### config.mk
export PLATFORM = sky130hd
export DESIGN_NAME = thermal_frequency_throttle
export DESIGN_NICKNAME = d
export VERILOG_FILES = /design/src/rtl/tft_pkg.sv /design/src/rtl/thermal_frequency_throttle.sv
export SDC_FILE = /design/constraint.sdc
export NUM_CORES = 1
export LEC_CHECK = 0
export ABC_CLOCK_PERIOD_IN_PS = 22100
export BUFFER_PORTS_ARGS = -buffer_cell sky130_fd_sc_hd__buf_2
export CAP_MARGIN = 20
export CORE_UTILIZATION = 61
export DETAILED_ROUTE_END_ITERATION = 6
export GPL_ROUTABILITY_DRIVEN = 0
export PLACE_DENSITY = 0.87
export SYNTH_ARGS = -nofsm -noshare
export SYNTH_HDL_FRONTEND = slang
export SYNTH_SLANG_ARGS = --single-unit
export TNS_END_PERCENT = 5
### constraint.sdc
create_clock -name clk -period 22.1 [get_ports clk]
set_input_delay 3.315 -clock clk [delete_from_list [all_inputs] [get_ports clk]]
set_output_delay 3.315 -clock clk [all_outputs]
set_load 0.03 [all_outputs]
### src/rtl/tft_pkg.sv
// Package for the thermal frequency throttle.
// Holds the action codes, register indexes, reset values and field widths.
// No dependencies.
package tft_pkg;

  localparam int NUM_FREQS_DEFAULT = 16;

  localparam int TEMP_W  = 9;
  localparam int CNT_W   = 3;
  localparam int IDX_W   = 4;
  localparam int ACT_W   = 3;
  localparam int ADDR_W  = 5;
  localparam int DATA_W  = 32;
  localparam int S_DATA_W = 48;
  localparam int M_DATA_W = 24;
  localparam int NUM_SENSORS = 4;

  localparam logic signed [TEMP_W-1:0] NO_READING = -9'sd99;

  typedef enum logic [ACT_W-1:0] {
    ACT_KEEP     = 3'd0,
    ACT_THROTTLE = 3'd1,
    ACT_RESUME   = 3'd2,
    ACT_TWAIT    = 3'd3,
    ACT_RWAIT    = 3'd4,
    ACT_SHUTDOWN = 3'd5,
    ACT_IGNORED  = 3'd6
  } act_t;

  typedef enum logic [2:0] {
    REG_ENABLE        = 3'd0,
    REG_THROTTLE_TEMP = 3'd1,
    REG_HYSTERESIS    = 3'd2,
    REG_STEP_DOWN     = 3'd3,
    REG_STEP_UP       = 3'd4,
    REG_LAZY_TICKS    = 3'd5,
    REG_SHUTDOWN      = 3'd6,
    REG_MIN_INDEX     = 3'd7
  } reg_idx_t;

  localparam logic       RST_ENABLE        = 1'b1;
  localparam logic [6:0] RST_THROTTLE_TEMP = 7'd75;
  localparam logic [4:0] RST_HYSTERESIS    = 5'd5;
  localparam logic [2:0] RST_STEP_DOWN     = 3'd1;
  localparam logic [2:0] RST_STEP_UP       = 3'd1;
  localparam logic [2:0] RST_LAZY_TICKS    = 3'd2;
  localparam logic [7:0] RST_SHUTDOWN      = 8'd100;
  localparam logic [3:0] RST_MIN_INDEX     = 4'd8;

  localparam logic [2:0] WAIT_MAX = 3'd7;

endpackage

### src/rtl/thermal_frequency_throttle.sv
// Thermal frequency throttle: hottest-sensor governor with hysteresis and a lazy wait.
// Depends on tft_pkg for action codes, register indexes and reset values.
//
// An accepted input word passes through the input register, then the decision
// logic into the result register. Throughput: one word per cycle while the result
// is not stalled; the governor state is read and written in the decision stage only.
// Reset (synchronous, active high) restores register defaults and the state.
module thermal_frequency_throttle #(
  parameter int NUM_FREQS = tft_pkg::NUM_FREQS_DEFAULT
) (
  input  logic                        clk,
  input  logic                        rst,
  // slave stream
  input  logic                        s_tvalid,
  output logic                        s_tready,
  // temp_a[8:0], temp_b[17:9], temp_c[26:18], temp_d[35:27],
  // valid_count[38:36], user_top_index[42:39], zero fill above
  input  logic [tft_pkg::S_DATA_W-1:0] s_tdata,
  // master stream
  output logic                        m_tvalid,
  input  logic                        m_tready,
  // action[2:0], limit_index[6:3], limit_changed[7], throttling_now[8],
  // shutdown_req[9], hottest[18:10], zero fill above
  output logic [tft_pkg::M_DATA_W-1:0] m_tdata,
  // configuration port
  input  logic                        psel,
  input  logic                        penable,
  input  logic                        pwrite,
  input  logic [tft_pkg::ADDR_W-1:0]  paddr,
  input  logic [tft_pkg::DATA_W-1:0]  pwdata,
  output logic [tft_pkg::DATA_W-1:0]  prdata,
  output logic                        pready
);
  import tft_pkg::*;

  localparam int TopInt = (NUM_FREQS - 1 > 15) ? 15 : NUM_FREQS - 1;
  localparam logic [IDX_W-1:0] TopIdx = IDX_W'(TopInt);

  // Configuration registers
  logic       enable;
  logic [6:0] throttle_temp;
  logic [4:0] hysteresis;
  logic [2:0] step_down;
  logic [2:0] step_up;
  logic [2:0] lazy_ticks;
  logic [7:0] shutdown_temp;
  logic [3:0] min_index;

  reg_idx_t   reg_sel;
  logic       cfg_wr;

  assign pready  = 1'b1;
  assign reg_sel = reg_idx_t'(paddr[4:2]);
  assign cfg_wr  = psel && penable && pwrite && pready;

  always_ff @(posedge clk) begin
    if (rst) begin
      enable        <= RST_ENABLE;
      throttle_temp <= RST_THROTTLE_TEMP;
      hysteresis    <= RST_HYSTERESIS;
      step_down     <= RST_STEP_DOWN;
      step_up       <= RST_STEP_UP;
      lazy_ticks    <= RST_LAZY_TICKS;
      shutdown_temp <= RST_SHUTDOWN;
      min_index     <= RST_MIN_INDEX;
    end else if (cfg_wr) begin
      unique case (reg_sel)
        REG_ENABLE:        enable        <= pwdata[0];
        REG_THROTTLE_TEMP: throttle_temp <= pwdata[6:0];
        REG_HYSTERESIS:    hysteresis    <= pwdata[4:0];
        REG_STEP_DOWN:     step_down     <= pwdata[2:0];
        REG_STEP_UP:       step_up       <= pwdata[2:0];
        REG_LAZY_TICKS:    lazy_ticks    <= pwdata[2:0];
        REG_SHUTDOWN:      shutdown_temp <= pwdata[7:0];
        REG_MIN_INDEX:     min_index     <= pwdata[3:0];
        default: ;
      endcase
    end
  end

  always_comb begin
    prdata = '0;
    unique case (reg_sel)
      REG_ENABLE:        prdata = {31'd0, enable};
      REG_THROTTLE_TEMP: prdata = {25'd0, throttle_temp};
      REG_HYSTERESIS:    prdata = {27'd0, hysteresis};
      REG_STEP_DOWN:     prdata = {29'd0, step_down};
      REG_STEP_UP:       prdata = {29'd0, step_up};
      REG_LAZY_TICKS:    prdata = {29'd0, lazy_ticks};
      REG_SHUTDOWN:      prdata = {24'd0, shutdown_temp};
      REG_MIN_INDEX:     prdata = {28'd0, min_index};
      default:           prdata = '0;
    endcase
  end

  // Input register
  logic        in_valid;
  logic [42:0] in_data;
  logic        out_free;
  logic        fire;

  assign out_free = !m_tvalid || m_tready;
  assign fire     = in_valid && out_free;
  assign s_tready = !in_valid || fire;

  always_ff @(posedge clk) begin
    if (rst) begin
      in_valid <= 1'b0;
    end else if (s_tready) begin
      in_valid <= s_tvalid;
    end
  end

  always_ff @(posedge clk) begin
    if (s_tready && s_tvalid) begin
      in_data <= s_tdata[42:0];
    end
  end

  // Governor state
  logic [IDX_W-1:0] limit_idx, limit_idx_next;
  logic [IDX_W-1:0] saved_user_idx, saved_user_idx_next;
  logic [2:0]       wait_count, wait_count_next;
  logic             throttle_flag, throttle_flag_next;

  logic signed [TEMP_W-1:0] temps [NUM_SENSORS];
  logic [CNT_W-1:0]         cnt;
  logic [IDX_W-1:0]         user_top;
  logic [IDX_W-1:0]         user_cap;
  logic [IDX_W-1:0]         mn;
  logic signed [9:0]        th_s;
  logic signed [9:0]        lo_s;
  logic signed [9:0]        sd_s;
  logic [4:0]               floor_sum;
  logic [4:0]               up_sum;
  logic signed [TEMP_W-1:0] hot;
  logic signed [9:0]        hot_s;
  act_t                     act;
  logic                     sd;

  always_comb begin
    for (int i = 0; i < NUM_SENSORS; i++) begin
      temps[i] = $signed(in_data[i*TEMP_W +: TEMP_W]);
    end
  end

  assign cnt       = (in_data[38:36] > 3'd4) ? 3'd4 : in_data[38:36];
  assign user_top  = in_data[42:39];
  assign user_cap  = (user_top > TopIdx) ? TopIdx : user_top;
  assign mn        = (min_index > TopIdx) ? TopIdx : min_index;
  assign th_s      = $signed({3'b000, throttle_temp});
  assign lo_s      = th_s - $signed({5'b00000, hysteresis});
  assign sd_s      = $signed({2'b00, shutdown_temp});
  assign floor_sum = {1'b0, mn} + {2'b00, step_down};
  assign up_sum    = {1'b0, limit_idx} + {2'b00, step_up};

  // Hottest of the sensors that were read, in order.
  always_comb begin
    hot = NO_READING;
    if (enable) begin
      for (int i = 0; i < NUM_SENSORS; i++) begin
        if (CNT_W'(i) < cnt && temps[i] > hot) begin
          hot = temps[i];
        end
      end
    end
  end

  assign hot_s = $signed({hot[TEMP_W-1], hot});

  always_comb begin
    act                 = ACT_IGNORED;
    sd                  = 1'b0;
    limit_idx_next      = limit_idx;
    saved_user_idx_next = saved_user_idx;
    wait_count_next     = wait_count;
    throttle_flag_next  = throttle_flag;
    if (enable && hot != NO_READING) begin
      if (hot_s > sd_s) begin
        act = ACT_SHUTDOWN;
        sd  = 1'b1;
      end else if (hot_s >= th_s) begin
        if (wait_count < lazy_ticks) begin
          act = ACT_TWAIT;
          if (wait_count < WAIT_MAX) wait_count_next = wait_count + 3'd1;
        end else begin
          act = ACT_THROTTLE;
          if (limit_idx > mn) begin
            if (!throttle_flag) saved_user_idx_next = user_cap;
            throttle_flag_next = 1'b1;
            if ({1'b0, limit_idx} >= floor_sum) begin
              limit_idx_next = limit_idx - {1'b0, step_down};
            end else begin
              limit_idx_next = mn;
            end
            wait_count_next = '0;
          end
        end
      end else if (hot_s <= lo_s && throttle_flag) begin
        if (wait_count < lazy_ticks) begin
          act = ACT_RWAIT;
          if (wait_count < WAIT_MAX) wait_count_next = wait_count + 3'd1;
        end else begin
          act = ACT_RESUME;
          if (limit_idx < saved_user_idx) begin
            if (up_sum > {1'b0, saved_user_idx}) begin
              limit_idx_next = saved_user_idx;
            end else begin
              limit_idx_next = up_sum[IDX_W-1:0];
            end
            // Reaching the saved ceiling ends the throttled episode.
            if (limit_idx_next == saved_user_idx) throttle_flag_next = 1'b0;
            wait_count_next = '0;
          end
        end
      end else begin
        act = ACT_KEEP;
      end
    end
  end

  always_ff @(posedge clk) begin
    if (rst) begin
      limit_idx      <= TopIdx;
      saved_user_idx <= TopIdx;
      wait_count     <= '0;
      throttle_flag  <= 1'b0;
    end else if (fire) begin
      limit_idx      <= limit_idx_next;
      saved_user_idx <= saved_user_idx_next;
      wait_count     <= wait_count_next;
      throttle_flag  <= throttle_flag_next;
    end
  end

  // Result register
  always_ff @(posedge clk) begin
    if (rst) begin
      m_tvalid <= 1'b0;
    end else if (out_free) begin
      m_tvalid <= in_valid;
    end
  end

  always_ff @(posedge clk) begin
    if (fire) begin
      m_tdata <= {5'd0, hot, sd, throttle_flag_next,
                  (limit_idx_next != limit_idx), limit_idx_next, act};
    end
  end

  // The limit never rises above the top index.
  assert property (@(posedge clk) disable iff (rst) limit_idx <= TopIdx)
    else $error("limit index above top index");

  // Outside a throttled episode the limit sits at the saved user ceiling.
  assert property (@(posedge clk) disable iff (rst)
    !throttle_flag |-> limit_idx == saved_user_idx)
    else $error("limit differs from saved ceiling while not throttling");

  // A stalled result freezes the governor state.
  assert property (@(posedge clk) disable iff (rst)
    m_tvalid && !m_tready |=> $stable(limit_idx) && $stable(wait_count)
      && $stable(throttle_flag) && $stable(saved_user_idx))
    else $error("state moved while the result word was stalled");

  // Only a throttle or resume word may report a changed limit.
  assert property (@(posedge clk) disable iff (rst)
    m_tvalid && m_tdata[7] |->
      m_tdata[2:0] == ACT_THROTTLE || m_tdata[2:0] == ACT_RESUME)
    else $error("limit change reported on the wrong action");

endmodule
* Word level (Yosys, flattened, before mapping)
Cells that the tools add are included.
** Word-level totals
- Input port bits :: 92
- Flip-flop bits (word level) :: 110
- Output and inout bits :: 59
- Word-level logic and storage cells :: 136
** Cells by class
- $lt $le $gt $ge :: 20
- Mux-type cells :: 50
- Equal/unequal tests :: 11
- Add/subtract/negate cells :: 5
- Reduce and logical (&&, ||, !) cells :: 28
- Bitwise gates (word level) :: 4
** Operators with widths (number)
- 32-bit case mux with 8 select lines :: 1
- 4-bit 2-to-1 mux :: 18
- 9-bit 2-to-1 mux :: 8
- 9-bit greater-than comparator :: 4
- 3-bit 2-to-1 mux :: 11
- 2-bit AND reduction :: 8
- 3-bit == test (second input constant) :: 4
- 4-bit by 3-bit adder with 5-bit output :: 2
- 1-bit logical AND :: 10
- 1-bit 2-to-1 mux :: 10
- 9-bit by 8-bit greater-or-equal comparator with 1-bit output :: 1
- 9-bit by 8-bit greater-than comparator with 1-bit output (second input constant) :: 1
- 9-bit by 8-bit <= comparator with 1-bit output :: 1
- 9-bit by 8-bit inequality test with 1-bit output (second input constant) :: 1
- 4-bit greater-than comparator (second input constant) :: 2
- 7-bit by 5-bit subtractor with 8-bit output :: 1
- 7-bit AND reduction :: 1
- 3-bit by 2-bit == test with 1-bit output (second input constant) :: 2
- 1-bit by 3-bit < comparator with 1-bit output (first input constant) :: 2
- 2-bit by 3-bit < comparator with 1-bit output (first input constant) :: 2
- 6-bit AND reduction :: 1
- 4-bit by 5-bit greater-or-equal comparator with 1-bit output :: 1
- 5-bit by 4-bit greater-than comparator with 1-bit output :: 1
- 4-bit == test :: 1
- 18 further kinds :: 24

* Longest topological paths before layout
- Depth in word-level cells :: 32
- Gate-level depth with buffers :: 50
- Gate-level depth less buffers :: 48

* Worst setup path before layout
OpenSTA, ideal clock, no wires.
- Path kind :: reg-to-reg
- From :: reg in_data[8]
- To :: reg m_tdata[6] (netlist bit), data pin
- Period minus slack after synthesis :: 9.107 ns
- Required time :: 21.838 ns
- Slack :: 12.993 ns
- Buffers on the path :: 2
- Stages on the path, launching flop included :: 47
- Arrival :: 8.845 ns
- Setup time :: 0.262 ns
- Cell sequence :: edfxtp_1 nor3b_4 a211oi_1 nand2_1 ha_1 nor2b_1 o311a_1 o211ai_1 nand4_4 a31o_2 clkbuf_1 o21ai_0 inv_1 ha_1 or4b_1 o211ai_1 a211oi_1 or2_2 [11 not listed] nor3_1 nand2_1 mux2i_1 a21o_1 ha_1 nor2b_1 o21a_1 o21a_1 o21a_1 o21a_1 o21a_1 o21ai_0 a21oi_1 a21oi_1 nand3_1 mux2i_1 mux2i_1 mux2_1
** Between the ends
- Cells in the longest elaborated chain, start to end :: 22
- Elaborated cells between the ends (all ways) :: 26
- Classes of those cells :: 7 x order compare; 1 x eq/ne; 12 x mux; 6 x reduce/logical
** Ends and longest elaborated chain
- from (decl) :: line thermal_frequency_throttle.sv:98 : logic [42:0] in_data;
- from (signal assigned) :: line thermal_frequency_throttle.sv:116 : in_data <= s_tdata[42:0];
- 9-bit by 8-bit greater-than comparator with 1-bit output :: line thermal_frequency_throttle.sv:162 : if (CNT_W'(i) < cnt && temps[i] > hot) begin
- 1-bit logical AND :: line thermal_frequency_throttle.sv:162
- 9-bit 2-to-1 mux (*) :: line thermal_frequency_throttle.sv:162
- 9-bit 2-to-1 mux (*) :: line thermal_frequency_throttle.sv:160 : if (enable) begin
- 9-bit greater-than comparator :: line thermal_frequency_throttle.sv:162
- 1-bit logical AND :: line thermal_frequency_throttle.sv:162
- 9-bit 2-to-1 mux (*) :: line thermal_frequency_throttle.sv:162
- 9-bit 2-to-1 mux (*) :: line thermal_frequency_throttle.sv:160
- [8 not listed]
- named net hot[1] :: line thermal_frequency_throttle.sv:136 : logic signed [TEMP_W-1:0] hot;
- 9-bit by 8-bit <= comparator with 1-bit output :: line thermal_frequency_throttle.sv:199 : end else if (hot_s <= lo_s && throttle_flag) begin
- 1-bit logical AND :: line thermal_frequency_throttle.sv:199
- 4-bit 2-to-1 mux :: line thermal_frequency_throttle.sv:199
- 4-bit 2-to-1 mux :: line thermal_frequency_throttle.sv:182 : end else if (hot_s >= th_s) begin
- 4-bit 2-to-1 mux :: line thermal_frequency_throttle.sv:179 : if (hot_s > sd_s) begin
- 4-bit 2-to-1 mux (*) :: line thermal_frequency_throttle.sv:178 : if (enable && hot != NO_READING) begin
- named net limit_idx_next[3] :: line thermal_frequency_throttle.sv:121 : logic [IDX_W-1:0] limit_idx, limit_idx_next;
- to (signal assigned) :: line thermal_frequency_throttle.sv:247 : m_tdata <= {5'd0, hot, sd, throttle_flag_next,
- to (decl) :: line thermal_frequency_throttle.sv:24 : output logic [tft_pkg::M_DATA_W-1:0] m_tdata,
Mark *: on every way through the listed nets, which the timed path passes. The rest lies on a longest branch. The select of a mux whose other input is x is not followed.
A chain may end at the register's enable or synchronous reset.

* Final worst setup path
- From :: reg in_data[38]
- To :: reg m_tdata[6] (netlist bit), data pin
** Between the ends
- Cells in the longest elaborated chain, start to end :: 24
- Elaborated cells between the ends (all ways) :: 31
- Classes of those cells :: 11 x order compare; 1 x eq/ne; 13 x mux; 6 x reduce/logical
** Ends and longest elaborated chain
- 3-bit greater-than comparator :: line thermal_frequency_throttle.sv:147 : assign cnt = (in_data[38:36] > 3'd4) ? 3'd4 : in_data[38:36];
- 3-bit 2-to-1 mux (*) :: line thermal_frequency_throttle.sv:147
- 1-bit by 3-bit < comparator with 1-bit output :: line thermal_frequency_throttle.sv:162
- 1-bit logical AND :: line thermal_frequency_throttle.sv:162
- 9-bit 2-to-1 mux :: line thermal_frequency_throttle.sv:162
- 9-bit 2-to-1 mux :: line thermal_frequency_throttle.sv:160
- 9-bit greater-than comparator :: line thermal_frequency_throttle.sv:162
- 1-bit logical AND :: line thermal_frequency_throttle.sv:162
- [10 not listed]
- named net hot[1] :: line thermal_frequency_throttle.sv:136
- 9-bit by 8-bit <= comparator with 1-bit output :: line thermal_frequency_throttle.sv:199
- 1-bit logical AND :: line thermal_frequency_throttle.sv:199
- 4-bit 2-to-1 mux :: line thermal_frequency_throttle.sv:199
- 4-bit 2-to-1 mux :: line thermal_frequency_throttle.sv:182
- 4-bit 2-to-1 mux :: line thermal_frequency_throttle.sv:179
- 4-bit 2-to-1 mux (*) :: line thermal_frequency_throttle.sv:178
- named net limit_idx_next[3] :: line thermal_frequency_throttle.sv:121
Marked as above.

==> impl_metrics.csv <==
group,metric,value,unit
layout,drive_above_1_share,0.156,
pwr,combPwrFrac,0.376,
cts,clock_path_buffers,2,
logic_synthesis,ys_seq_elements,110,
placed_design,dp_slack,11.90,ns
setup_path,worstSetupStartpointType,"flop",
setup_path,worstPathArrival,10.51,ns
detailed_routing,via_per_inst,5.98,
setup_path,cp_slowest_cell,"edfxtp_1",
timing,slew_violations,0,
detailed_routing,drc,0,
cts,postCtsSetupBuffers,0,
layout,register_area,0.00282,mm^2
pwr,peakVddDrop,0.0729,mV
cts,htreeDepth,3,
detailed_routing,drt_iter0_drc,378,
detailed_routing,totalWireLength,17.9,mm
layout,multi_input_area,0.00469,mm^2
floorplan,die_h,116,um
layout,instances_no_fill,1088,
logic_synthesis,syn_avg_cell_area,9.51,um^2
logic_synthesis,synthArstFlopShare,0,
global_route,antenna_found_initial,0,
setup_path,critical_path.max_fanout,14,
logic_synthesis,synth_cell_types,96,
placed_design,place_hpwl,13.6,mm
cts,tritoncts,"done",
setup_path,critPathMaxStageDelay,0.51,ns
logic_synthesis,synth_cells,840,
global_route,grt_pass1_wl,28.5,mm
floorplan,start_util,0.630,
pwr,p_per_area,75.3,mW/mm^2
cts,clk_transition_reported_paths,0.08,ns
cts,ctsResizeCount,0,
global_route,grt_max_degree,44,
timing,finalSetupTns,0,ns
pwr,sw_frac_of_total,0.364,
detailed_routing,via_count,6508,
timing,timing.hold.ws,0.510,ns
placed_design,placed_area,0.00840,mm^2
layout,num-fill-cells,990,
setup_path,worstSetupPathType,"reg2reg",
floorplan,die_width,116,um
setup_path,worstSetupEndpointType,"flop",
floorplan,core,0.0127,mm^2
global_route,grt_overflow_total,0,
setup_path,required,22.22,ns
cts,cts_sinks,110,
timing,fin_skew,0.0133,ns
logic_synthesis,yosysSeqAreaShare,0.353,
layout,final_area,0.00871,mm^2
global_route,grt_use_total,0.275,
floorplan,die_area,0.0136,mm^2
pwr,leakagePower,3.74,nW
detailed_routing,wl_per_cell,16.5,um
floorplan,row_count,41,
pwr,clockPowerShare,0.258,
placed_design,placed_cells,1072,
cts,clockRootBuffer,"clkbuf_16",
layout,nNetsFinal,1086,
timing,max_freq,0.0962,GHz
timing,rsz0062_at_grt,"no",
global_route,grt_pass1_vias,5931,
detailed_routing,dr.pass1.iters,5,
timing,worst_slew_pin_slew,1.11,ns
floorplan,ios,151,
logic_synthesis,synth_edf_count,62,
layout,areaGrowthSynthToFinish,9.09,%
timing,setup_ws,11.71,ns
worst_hold_path,min_path_type,"reg2reg",
cts,cts_buffers,9,
setup_path,crit_path_frequent_cell,"o21a_1",
timing,timing.final.crit_share,0.470,
logic_synthesis,syn-cell-area,0.00799,mm^2
layout,diodes,0,
pwr,switchingPower,0.239,mW
run_status,outcome,"finished clean",
logic_synthesis,synth_warnings,0,
placed_design,io_buffers,89,
flow_run,drv_cap,0,
cts,insertion_delay,0.37,ns
timing,hold_viol,0,
timing,setup_viol,0,
detailed_routing,drtAntennaViolNets,0,
pwr,p_int,0.418,mW
timing,slew_headroom,0.258,
logic_synthesis,synth_ff_type,"edfxtp_1",
pwr,p_seq_frac,0.367,
cts,cts_hold_buf,0,
timing,min_period,10.39,ns
[path summary, 6_finish.rpt]
check,startpoint,endpoint,slack [ns],cells past startpoint
max reg2reg,in_data[38]$_DFFE_PP_,m_tdata[6]$_DFFE_PP_,11.71,44
max,in_data[38]$_DFFE_PP_,m_tdata[6]$_DFFE_PP_,11.71,44
min reg2reg,in_data[40]$_DFFE_PP_,saved_user_idx[1]$_SDFFE_PP1P_,0.51,2
min,in_data[40]$_DFFE_PP_,saved_user_idx[1]$_SDFFE_PP1P_,0.51,2
[layout by cell type (no fill, tap or decap), types with 15 or more instances in the layout]
master	instances
nor2_1	84
nor2b_1	20
xnor2_1	15
inv_1	59
edfxtp_1	62
ha_1	79
nand2_1	61
dfxtp_1	48
conb_1	30
nand2b_1	16
buf_2	89
mux2i_1	43
o21ai_0	37
a21oi_1	38
o211ai_1	16
[area by class of cell]
| type | instances | area share |
|---|---|---|
| Clock inverter | 5 | 0.00618 |
| Clock buffer | 11 | 0.0293 |
| Tap cell | 172 | 0.0247 |
| Sequential cell | 110 | 0.324 |
| Timing Repair Buffer | 89 | 0.0511 |
| Inverter | 61 | 0.0263 |
| Multi-Input combinational cell | 640 | 0.538 |
[routing by layer]
metal / track usage / share of wire
met1: 0.350 / 0.43
met2: 0.457 / 0.48
met3: 0.0643 / 0.063
met4: 0.101 / 0.024
met5: 0 / 0
[kinds of logic (layout without fill, tap and decap cells)]
group                      count (synthesis)  after routing  synth area share
AOI/OAI and AO/OA                        194            194             0.177
xor gates and xnor gates                  18             18            0.0207
adders and majority gates                 83             83             0.134
buffers and inverters                    118            166            0.0725
DFF                                      110            110             0.353
muxes                                     50             50            0.0674
other                                      2             30          0.000940
and+or+nand+nor                          265            265             0.174
[worst max-delay path, delay by kind of cell (launching register included)]
family          cells  cell delay, ns
flops               1            0.51
fa+ha+maj           4            1.22
simple gates       12            2.41
compound gates     24            5.12
mux                 4            0.86
[Yosys cell counts (4+ instances only)]
library cell | count | area share
nand4_1 | 13 | 0.010
a221oi_1 | 4 | 0.0044
a31oi_1 | 4 | 0.0031
dfxtp_1 | 48 | 0.12
nor2b_1 | 20 | 0.016
a21oi_1 | 38 | 0.024
fa_1 | 4 | 0.010
a211oi_1 | 5 | 0.0047
o21a_1 | 11 | 0.010
o22a_1 | 5 | 0.0055
a21o_1 | 12 | 0.011
a2bb2oi_1 | 4 | 0.0044
buf_4 | 32 | 0.030
a22o_1 | 4 | 0.0044
nand2b_1 | 16 | 0.013
edfxtp_1 | 62 | 0.23
nand3_1 | 9 | 0.0056
and2_1 | 8 | 0.0063
inv_1 | 59 | 0.028
clkbuf_1 | 19 | 0.0089
o21ai_0 | 37 | 0.023
ha_1 | 79 | 0.12
or3_1 | 4 | 0.0031
o22ai_1 | 5 | 0.0039
o21ai_1 | 5 | 0.0031
xnor2_1 | 15 | 0.016
or2_2 | 4 | 0.0031
nor2_1 | 84 | 0.039
mux2i_1 | 43 | 0.054
nand2_1 | 61 | 0.029
o211ai_1 | 16 | 0.015
nor3_1 | 13 | 0.0081
and3_1 | 7 | 0.0055
[flip-flops by register name, indices dropped and copies added (netlist names), 3 cells and up]
name / flops
hysteresis: 5
in_data: 43
lazy_ticks: 3
limit_idx: 4
m_tdata: 19
min_index: 4
saved_user_idx: 4
shutdown_temp: 8
step_down: 3
step_up: 3
throttle_temp: 7
wait_count: 3
[through the flow]
step | utilization | power [mW]
after floorplan | - | 0.440
after global placement | 0.663 | 0.479
after detailed placement | 0.663 | 0.487
after CTS | 0.687 | 0.656
after global routing | 0.687 | 0.692
final | 0.687 | 0.656
[power by group through the flow]
stage	combinational (mW)	sequential, mW	clock (mW)
after floorplan	0.189	0.251	0
final	0.247	0.241	0.169
after global routing	0.272	0.242	0.178
after global placement	0.234	0.245	0
after CTS	0.244	0.240	0.171
after detailed placement	0.242	0.245	0
Note: power is estimated with default switching activity, not from simulation.
